## config.mk

```make
export PLATFORM = sky130hd
export DESIGN_NAME = lpr_front
export DESIGN_NICKNAME = d
export VERILOG_FILES = /design/src/hdl/lpr_pkg.sv /design/src/hdl/lpr_front.sv
export SDC_FILE = /design/constraint.sdc
export NUM_CORES = 1
export LEC_CHECK = 0
export ABC_AREA = 1
export BUFFER_PORTS_ARGS = -buffer_cell sky130_fd_sc_hd__buf_4
export CAP_MARGIN = 10
export CORE_AREA = 5 5 72 123
export DETAILED_ROUTE_END_ITERATION = 7
export DIE_AREA = 0 0 77 128
export PLACE_DENSITY_LB_ADDON = 0.1
export SETUP_SLACK_MARGIN = 0.05
export SLEW_MARGIN = 20
export SYNTH_ARGS = -nofsm -noshare
export SYNTH_HDL_FRONTEND = slang
export SYNTH_SLANG_ARGS = --single-unit
```

## constraint.sdc

```tcl
create_clock -name i_clk -period 2.8 [get_ports i_clk]
set_clock_uncertainty 0.15 [all_clocks]
set_input_delay 0.42 -clock i_clk [delete_from_list [all_inputs] [get_ports i_clk]]
set_output_delay 0.42 -clock i_clk [all_outputs]
set_load 0.1 [all_outputs]
```

## src/hdl/lpr_pkg.sv

```systemverilog
package lpr_pkg;

    localparam int BUF_BYTES = 4096;
    localparam int PTR_W     = $clog2(BUF_BYTES);
    localparam int LEN_W     = 16;
    localparam int BYTE_W    = 8;
    localparam int FREE_W    = 12;
    localparam int WIDE_W    = LEN_W + 1;
    localparam int REQ_W     = 2;
    localparam int STAT_W    = 2;
    localparam int HDR_BYTES = 2;

    localparam logic [REQ_W-1:0] REQ_BEGIN_PUT = 2'd0;
    localparam logic [REQ_W-1:0] REQ_PUT_DATA  = 2'd1;
    localparam logic [REQ_W-1:0] REQ_GET_HDR   = 2'd2;
    localparam logic [REQ_W-1:0] REQ_READ_DATA = 2'd3;

    localparam logic [STAT_W-1:0] STAT_OK      = 2'd0;
    localparam logic [STAT_W-1:0] STAT_NO_ROOM = 2'd1;
    localparam logic [STAT_W-1:0] STAT_EMPTY   = 2'd2;
    localparam logic [STAT_W-1:0] STAT_BAD_SEQ = 2'd3;

    typedef struct packed {
        logic [REQ_W-1:0]  req;
        logic [LEN_W-1:0]  len;
        logic [WIDE_W-1:0] need;
        logic [BYTE_W-1:0] data;
    } t_cmd;

    typedef struct packed {
        logic [STAT_W-1:0] status;
        logic [LEN_W-1:0]  got_length;
        logic [BYTE_W-1:0] read_byte;
        logic              last_byte;
        logic [FREE_W-1:0] free_space;
    } t_res;

endpackage

```

## src/hdl/lpr_front.sv

```systemverilog
module lpr_front (
    input  logic                          i_clk,
    input  logic                          i_rst_n,
    input  logic                          push,
    output logic                          full,
    input  logic [lpr_pkg::REQ_W-1:0]     i_req_type,
    input  logic [lpr_pkg::LEN_W-1:0]     i_pkt_length,
    input  logic [lpr_pkg::BYTE_W-1:0]    i_data_byte,
    output logic                          o_cmd_valid,
    output lpr_pkg::t_cmd                 o_cmd,
    input  logic                          i_cmd_pop
);

    lpr_pkg::t_cmd r_q [2];
    logic          r_wr;
    logic          r_rd;
    logic [1:0]    r_cnt;
    logic          push_ok;
    logic          pop_ok;
    lpr_pkg::t_cmd in_cmd;

    // The space check of a begin-put needs length plus the header size, so it is
    // worked out here, ahead of the sequencer.
    always_comb begin
        in_cmd.req  = i_req_type;
        in_cmd.len  = i_pkt_length;
        in_cmd.need = lpr_pkg::WIDE_W'(i_pkt_length) + lpr_pkg::WIDE_W'(lpr_pkg::HDR_BYTES);
        in_cmd.data = i_data_byte;
    end

    assign full        = (r_cnt == 2'd2);
    assign push_ok     = push && !full;
    assign pop_ok      = i_cmd_pop && (r_cnt != 2'd0);
    assign o_cmd_valid = (r_cnt != 2'd0);
    assign o_cmd       = r_q[r_rd];

    always_ff @(posedge i_clk) begin
        if (!i_rst_n) begin
            r_wr  <= 1'b0;
            r_rd  <= 1'b0;
            r_cnt <= 2'd0;
        end else begin
            if (push_ok) begin
                r_wr <= ~r_wr;
            end
            if (pop_ok) begin
                r_rd <= ~r_rd;
            end
            r_cnt <= r_cnt + {1'b0, push_ok} - {1'b0, pop_ok};
        end
    end

    always_ff @(posedge i_clk) begin
        if (push_ok) begin
            r_q[r_wr] <= in_cmd;
        end
    end

endmodule

```

==> flow_summary.toml <==
[layout]
diodes = 0
nets = 350
seqCellArea_sq_um = 2620
multiInputGateArea_sq_um = 940
syn_to_final_growth_pct = 26.3
fillers = 624
instances_no_fill = 412
drive_gt1_share_pct = 44.7

[timing]
rsz0062_at_grt = "no"
hold_viol = 0
fmax_mhz = 467
fin_crit_ps = 2140
tightest_slew_ps = 330
final_max_slew_viol_count = 0
post-route-period-util_pct = 76.5
fin_tns_setup_ps = 0
hold-worst-slack_ps = 122
setup_viol = 0
slew_headroom_pct = 78.0

[die]
die-area_sq_um = 9860
design.core.area_sq_um = 7800
die_h_um = 128
num_rows = 43
io_pins = 75
initial_core_util_pct = 47.0
dieWidth_um = 77

[route]
via_per_inst = 5.01
vias = 2064
wire_per_inst_um = 15.9
wirelength_mm = 6.54
post-route-drc-count = 0
drtIter0Drc = 111
antenna_left = 0
first_pass_iters = 6

[place]
gp_congestion = 0.719
io_buffers = 74
dpl.cell_count = 396
hpwl_mm = 4.37

[pwr]
clockPowerShare_pct = 21.0
sw_frac_of_total_pct = 45.1
ir_worst_vdd_v = 0.000821
cellLeakagePower_nw = 1.78
pwr-share-comb_pct = 46.3
power_density_nw_per_um2 = 1160
p_int_mw = 2.94
p_sw_mw = 2.42
seqPwrFrac_pct = 32.6

[setup_path]
cp.arrival_ps = 1570
cp_max_fo = 42
crit_chain = "buf_12 -> mux2_2 -> buf_4"
cp_slowest_stage_delay_ps = 400
critical_path.endpoint_type = "output port"
cp-start-kind = "register"
slowest_stage = "mux2_2"
timing.critical_path.required_ps = 2230
crit_type = "register to output port"

[global_route]
grtUsageTotal_pct = 13.8
grt_pass1_wl_mm = 10.2
grt_max_degree = 43
grt_overflow = 0
first_global_vias = 2115
antenna_found_initial = 0

[clock_tree]
numCtsBuffers = 9
cts.sinks = 89
cts-root-buf = "clkbuf_16"
cts_tree = "done"
htree_levels = 3
cts_resized = 0
cts_setup_buffers = 0
clock_latency_ps = 330
clock_path_buffers = 2
clkSlewWorstSetupHoldPaths_ps = 60
cts_hold_buffers = 0

[logic_synthesis]
yosysWarnings = 0
yosysSeqAreaShare_pct = 71.6
ys_ff_latch = 89
ys_types = 23
syn_area_per_cell_sq_um = 15.6
syn_inst = 235
synth_nets = 268
syn-cell-area_sq_um = 3660

[flow_run]
maxCapViolations = 0

[status]
outcome = "finished, final reports clean"

[worst_hold_path]
worstHoldPathType = "input pin to register"
==> layout make-up <==
class	count	share of cell area, %
multi-input cells	126	20.3
clock buffers	12	5.11
inverters	14	1.14
clock inverters	4	0.974
repair buffers	77	13.3
well taps	90	2.43
flip-flops and latches	89	56.7
==> worst max-delay path: cells and delay by family (launching register included) <==
| family | cells | cell delay (ps) |
|---|---|---|
| buf+inv | 2 | 470 |
| mux | 1 | 400 |
| flops | 1 | 340 |
==> path summary, 6_finish.rpt <==
check / endpoint / slack [ps] / from / cells past startpoint
max reg2reg: r_cnt[1] / 1000 / r_cnt[1] / 9
min reg2reg: register / 350 / r_rd / 2
min: r_q[0][5] / 120 / i_data_byte[5] / 1
max: o_cmd[24] / 660 / register / 3
==> sequential cells by signal, indices dropped and copies added (netlist names), named ones only <==
| register | flops |
|---|---|
| r_cnt | 2 |
| r_q | 84 |
| r_rd | 1 |
| r_wr | 1 |
==> per-layer routing <==
layer / global-route usage (%) / share of wire, % / up-vias
met3: 5.34 / 5.5 / 8
met2: 24.0 / 53 / 62
met4: 5.97 / 1.9 / 0
li1: - / - / 1017
met5: 0 / 0 / -
met1: 14.6 / 40 / 977
==> cells by family (layout without fill, tap and decap cells) <==
family	Yosys count	in the layout	synth area share, %
flip-flops	89	89	71.6
AND/OR/NAND/NOR	71	71	8.95
multiplexers	42	42	12.9
buffers and inverters	20	107	3.18
XOR/XNOR	8	8	1.91
adder cells (fa/ha/maj)	3	3	1.02
AO/OA/AOI/OAI	2	2	0.444
==> power groups by stage <==
stage	Clock (mW)	Combinational, mW	Sequential [mW]
floorplan	0	2.04	1.77
global placement	0	2.51	1.77
detailed placement	0	2.51	1.78
CTS	1.15	2.52	1.75
global route	1.23	2.58	1.77
finish	1.13	2.49	1.75
==> metrics by stage <==
stage | cell area, sq um | power [mW] | setup WS, ps | utilization [%]
floorplan | 3670 | 3.81 | 582 | -
global placement | 4340 | 4.28 | 1010 | 55.7
detailed placement | 4340 | 4.30 | 999 | 55.7
CTS | 4630 | 5.42 | 646 | 59.3
global route | 4630 | 5.57 | 621 | 59.3
finish | 4630 | 5.37 | 657 | 59.3
==> placed cells by master (no fill, tap or decap), types with 5 or more instances in the layout <==
cell       count
clkbuf_16      9
inv_1         12
buf_4         74
nand2_1       32
mux2_2        38
nand3_1        8
edfxtp_1      84
nor2_1        14
xnor2_1        5
==> cell usage after synthesis <==
cell / instances / area share, %
buf_4: 1 / 0.20
buf_6: 5 / 1.5
dfxtp_1: 5 / 2.7
edfxtp_1: 84 / 69
ha_1: 3 / 1.0
inv_1: 12 / 1.2
inv_2: 2 / 0.20
mux2_1: 4 / 1.2
mux2_2: 38 / 12
nand2_1: 32 / 3.3
nand2_2: 2 / 0.34
nand3_1: 8 / 1.1
nand3_2: 2 / 0.55
nand3b_1: 1 / 0.20
nand4_1: 4 / 0.68
nor2_1: 16 / 1.6
nor2_2: 4 / 0.68
nor2_4: 1 / 0.31
o21a_1: 1 / 0.20
o21ai_2: 1 / 0.24
or2_2: 1 / 0.17
xnor2_1: 5 / 1.2
xor2_1: 3 / 0.72
(Power assumes the default switching activity.)
