## src/hdl/lpr_pkg.sv

```systemverilog
package lpr_pkg;

    localparam int BUF_BYTES = 4096;
    localparam int PTR_W     = $clog2(BUF_BYTES);
    localparam int LEN_W     = 16;
    localparam int BYTE_W    = 8;
    localparam int FREE_W    = 12;
    localparam int WIDE_W    = LEN_W + 1;
    localparam int REQ_W     = 2;
    localparam int STAT_W    = 2;
    localparam int HDR_BYTES = 2;

    localparam logic [REQ_W-1:0] REQ_BEGIN_PUT = 2'd0;
    localparam logic [REQ_W-1:0] REQ_PUT_DATA  = 2'd1;
    localparam logic [REQ_W-1:0] REQ_GET_HDR   = 2'd2;
    localparam logic [REQ_W-1:0] REQ_READ_DATA = 2'd3;

    localparam logic [STAT_W-1:0] STAT_OK      = 2'd0;
    localparam logic [STAT_W-1:0] STAT_NO_ROOM = 2'd1;
    localparam logic [STAT_W-1:0] STAT_EMPTY   = 2'd2;
    localparam logic [STAT_W-1:0] STAT_BAD_SEQ = 2'd3;

    typedef struct packed {
        logic [REQ_W-1:0]  req;
        logic [LEN_W-1:0]  len;
        logic [WIDE_W-1:0] need;
        logic [BYTE_W-1:0] data;
    } t_cmd;

    typedef struct packed {
        logic [STAT_W-1:0] status;
        logic [LEN_W-1:0]  got_length;
        logic [BYTE_W-1:0] read_byte;
        logic              last_byte;
        logic [FREE_W-1:0] free_space;
    } t_res;

endpackage

```

## src/hdl/lpr_resq.sv

```systemverilog
module lpr_resq (
    input  logic                          i_clk,
    input  logic                          i_rst_n,
    input  logic                          i_res_valid,
    input  lpr_pkg::t_res                 i_res,
    output logic                          o_res_full,
    output logic                          empty,
    input  logic                          pop,
    output logic [lpr_pkg::STAT_W-1:0]    o_status,
    output logic [lpr_pkg::LEN_W-1:0]     o_got_length,
    output logic [lpr_pkg::BYTE_W-1:0]    o_read_byte,
    output logic                          o_last_byte,
    output logic [lpr_pkg::FREE_W-1:0]    o_free_space
);

    lpr_pkg::t_res r_q [2];
    logic          r_wr;
    logic          r_rd;
    logic [1:0]    r_cnt;
    logic          push_ok;
    logic          pop_ok;
    lpr_pkg::t_res head;

    assign o_res_full   = (r_cnt == 2'd2);
    assign empty        = (r_cnt == 2'd0);
    assign push_ok      = i_res_valid && !o_res_full;
    assign pop_ok       = pop && !empty;
    assign head         = r_q[r_rd];
    assign o_status     = head.status;
    assign o_got_length = head.got_length;
    assign o_read_byte  = head.read_byte;
    assign o_last_byte  = head.last_byte;
    assign o_free_space = head.free_space;

    always_ff @(posedge i_clk) begin
        if (!i_rst_n) begin
            r_wr  <= 1'b0;
            r_rd  <= 1'b0;
            r_cnt <= 2'd0;
        end else begin
            if (push_ok) begin
                r_wr <= ~r_wr;
            end
            if (pop_ok) begin
                r_rd <= ~r_rd;
            end
            r_cnt <= r_cnt + {1'b0, push_ok} - {1'b0, pop_ok};
        end
    end

    always_ff @(posedge i_clk) begin
        if (push_ok) begin
            r_q[r_wr] <= i_res;
        end
    end

endmodule

```

## config.mk

```make
export PLATFORM = sky130hd
export DESIGN_NAME = lpr_resq
export DESIGN_NICKNAME = d
export VERILOG_FILES = /design/src/hdl/lpr_pkg.sv /design/src/hdl/lpr_resq.sv
export SDC_FILE = /design/constraint.sdc
export NUM_CORES = 1
export LEC_CHECK = 0
export BUFFER_PORTS_ARGS = -buffer_cell sky130_fd_sc_hd__buf_2
export CORE_ASPECT_RATIO = 0.6
export CORE_MARGIN = 10
export CORE_UTILIZATION = 25
export CTS_CLUSTER_SIZE = 30
export DETAILED_ROUTE_END_ITERATION = 6
export REMOVE_ABC_BUFFERS = 1
export SLEW_MARGIN = 20
export SYNTH_ARGS = -nofsm -noshare
export SYNTH_HDL_FRONTEND = slang
export SYNTH_SLANG_ARGS = --single-unit
```

## constraint.sdc

```tcl
create_clock -name i_clk -period 2.46 [get_ports i_clk]
set_input_delay 0.492 -clock i_clk [delete_from_list [all_inputs] [get_ports i_clk]]
set_output_delay 0.492 -clock i_clk [all_outputs]
set_load 0.01 [all_outputs]
```

==> impl_results.rst <==
.. list-table::
   :header-rows: 1

   * - Metric
     - Value
   * - FF+latch count, synth
     - 83
   * - Most used cells in the layout excluding fill and tap cells
     - buf_2, edfxtp_1, mux2_2
   * - Die boundary width
     - between 150 and 200 microns
   * - Maximum count of clock buffers along a single path
     - 2
   * - Die area
     - 17370 sq um
   * - Total design power
     - 4.464 mW
   * - Setup repair after global routing missed its margin
     - no
   * - WP data arrival
     - 1450 ps
   * - Tot GR Track Use
     - 7.268%
   * - Area of the mapped netlist
     - 3094 sq um
   * - Required time of the critical path
     - ~2000 ps
   * - Kind of cell adding the most delay to the critical path
     - buffers and inverters
   * - Via count
     - approximately 1600
   * - Number of sinks handled by clock tree synthesis
     - 83
   * - Count of final hold-check violations
     - 0
   * - Routed wirelength normalized by instance count
     - roughly 15 microns
   * - Leakage Power
     - 1.539 nW
   * - Total DRC errors in the routed layout
     - 0
   * - Share of final-layout standard cells stronger than drive strength 1
     - 58.06%
   * - Area of all placed cells without fillers
     - around 4100 sq um
   * - Vertical extent of the die
     - 106.2 microns
   * - CTS buffer count
     - 9
   * - Worst skew pair latency
     - 320 ps
   * - Status
     - finished clean
   * - Hold/Removal Path Class
     - input port to flop
   * - Final Max Tran Viols
     - 0
   * - H-tree levels
     - 3
   * - Minimum period implied by the final worst setup slack
     - 1943 ps
   * - Largest net degree at the start of global routing
     - 40
   * - Std cell rows
     - 31
   * - Grt ovf
     - 0
   * - Total area of multi-input combinational cells
     - 608.1 sq um
   * - Via count of the first global-routing pass
     - 1797
   * - Number of inserted filler cells in the final layout
     - 1192
   * - Core Box Area
     - between 10000 and 15000 sq um
   * - Cell count after synthesis
     - 148
   * - Distinct cell type count of the synthesized netlist
     - 19
   * - Transition at the pin with the smallest max-transition slack
     - 308.4 ps
   * - Synthesis Warnings
     - 0
   * - Number of hold buffers added after cts
     - 0
   * - Signed area change from the synthesized netlist to the final layout
     - 31.10%
   * - Register Area
     - 2444 sq um
   * - Kind of end point of the critical path
     - output port
   * - Final setup viols
     - 0
   * - Slowest stage cell, crit path
     - mux2_2
   * - Core occupancy in the finished layout
     - 33.63%
   * - Highest achievable clock rate
     - 0.5146 GHz
   * - Setup Crit Path Kind
     - flop to output port
   * - Routed wire length
     - 6233 microns
   * - # Post-CTS Setup Buffers
     - 0
   * - Critical path cell sequence
     - buf_12, mux2_2, buf_2
   * - First DRT Iteration DRCs
     - 72
   * - Final antenna-violating net count
     - 0
   * - Non-filler instance count after layout
     - 413
   * - IR drop worst, VDD
     - 0.3876 mV
   * - Half-perimeter wire length after detailed placement
     - 4413 microns
   * - Avg Synthesized Cell Area
     - 20.91 sq um
   * - Wire length of the first global-routing pass
     - 9584 microns
   * - Root buffer cell
     - clkbuf_16
   * - CTS clock-pin slew for the worst setup and hold paths
     - 60 ps
   * - Final estimated routing congestion in global placement
     - 0.6377
   * - Inserted Diodes
     - 0
   * - # IOs
     - 84
   * - Total of max-cap violations
     - 0
   * - Slack of the worst reg-to-reg path
     - around 770 ps
   * - Sequential element share of the synthesized area
     - 78.93%
   * - Antenna violations before repair
     - 2
   * - Most frequent standard cell in the layout excluding fill and tap cells
     - buf_2
   * - Post-route fraction of the period consumed by the critical path
     - between 70% and 80%
   * - Highest net fanout along the worst path
     - 39
   * - Placed Instances
     - between 300 and 400
   * - Critical Path Start Type
     - flop
   * - Slew headroom
     - 79.44%
   * - Starting density of the core
     - 25.65%
   * - Total Nets Final
     - ~290
   * - Pwr dens
     - roughly 1100 nW/um^2
   * - Detailed-route vias per instance
     - just under 4
   * - Combined buffer and inverter count along the critical path
     - 2
   * - Detailed Routing Iterations Pass 1
     - 4
   * - TritonCTS clock tree
     - done
   * - Number of buffer cells added on primary ports
     - 83
   * - Delay of the slowest cell on the worst path
     - 390 ps
   * - Placed cell area
     - 3735 sq um
   * - Worst clock skew
     - between 4 and 5 ps
   * - Post-CTS sizing
     - 0
power by group:
group / switching (mW) / internal [mW] / total, mW / leakage (nW)
sequential: 0.0678 / 1.82 / 1.89 / 0.770
combinational: 0.603 / 0.553 / 1.16 / 0.620
clock: 0.499 / 0.917 / 1.42 / 0.149
total: 1.17 / 3.29 / 4.46 / 1.54
state kept, by name, indices dropped and copies added, names as in the netlist, named ones only:
name   cells
r_wr       1
r_q       78
r_cnt      2
r_rd       1
path summary, 6_finish.rpt:
check                       from                  end  depth (start not counted)
max reg2reg  r_cnt[0]$_SDFF_PN0_  r_cnt[1]$_SDFF_PN0_                          8
max                         flop      o_free_space[1]                          3
min                     i_res[7]  r_q[0][7]$_DFFE_PP_                          1
min reg2reg    r_rd$_SDFFE_PN0P_    r_rd$_SDFFE_PN0P_                          2
synth_stat cells:
| cell | n | area share [%] |
|---|---|---|
| o21a_1 | 1 | 0.24 |
| dfxtp_1 | 5 | 3.2 |
| and3_1 | 1 | 0.20 |
| nor2_1 | 5 | 0.61 |
| mux2_2 | 29 | 11 |
| buf_6 | 1 | 0.36 |
| edfxtp_1 | 78 | 76 |
| nor3_1 | 1 | 0.16 |
| buf_4 | 2 | 0.49 |
| mux2i_1 | 1 | 0.32 |
| buf_8 | 1 | 0.49 |
| xor2_1 | 1 | 0.28 |
| and2_1 | 2 | 0.40 |
| nand2b_1 | 2 | 0.40 |
| mux2_4 | 10 | 4.9 |
| inv_1 | 3 | 0.36 |
| xnor2_1 | 1 | 0.28 |
| ha_1 | 2 | 0.81 |
| nand2_1 | 2 | 0.24 |
stage by stage:
stage	TNS [ps]	hold WS, ps	worst slack, ps
after floorplan	-8157	454.9	-209.2
after global placement	0	513.8	765.1
after detailed placement	0	513.3	718.4
after CTS	0	330.3	469.7
after global routing	0	326.2	431.4
final	0	349.0	516.6
worst reg2reg max path: cells and delay by family (launching register included):
family	cells	cell delay, ps
DFF	1	370
and+or+nand+nor	4	570
adders and majority gates	2	490
xor gates and xnor gates	1	150
buffers and inverters	1	40
layer usage:
metal	up-vias	GRT usage (%)	routed length (microns)
li1	761	-	-
met4	4	2.478	74
met5	-	0	34
met1	792	7.755	2582
met3	13	4.892	623
met2	62	11.37	2919
logic make-up (layout without fill, tap and decap cells):
family | after synthesis | after routing | share of synthesized area [%]
flops | 83 | 83 | 78.93
mux | 40 | 40 | 15.73
simple gates | 13 | 13 | 2.022
buf+inv | 7 | 107 | 1.698
fa+ha+maj | 2 | 2 | 0.8086
xor+xnor | 2 | 2 | 0.5662
compound gates | 1 | 1 | 0.2427
layout make-up:
cell class | instances | share of cell area (%)
clock inverters | 4 | 1.851
repair buffers | 88 | 11.47
inverters | 3 | 0.2776
well taps | 165 | 5.089
multi-input cells | 58 | 14.99
clock buffers | 12 | 6.076
flip-flops and latches | 83 | 60.24
No activity file was read; power rests on OpenSTA's default activity.
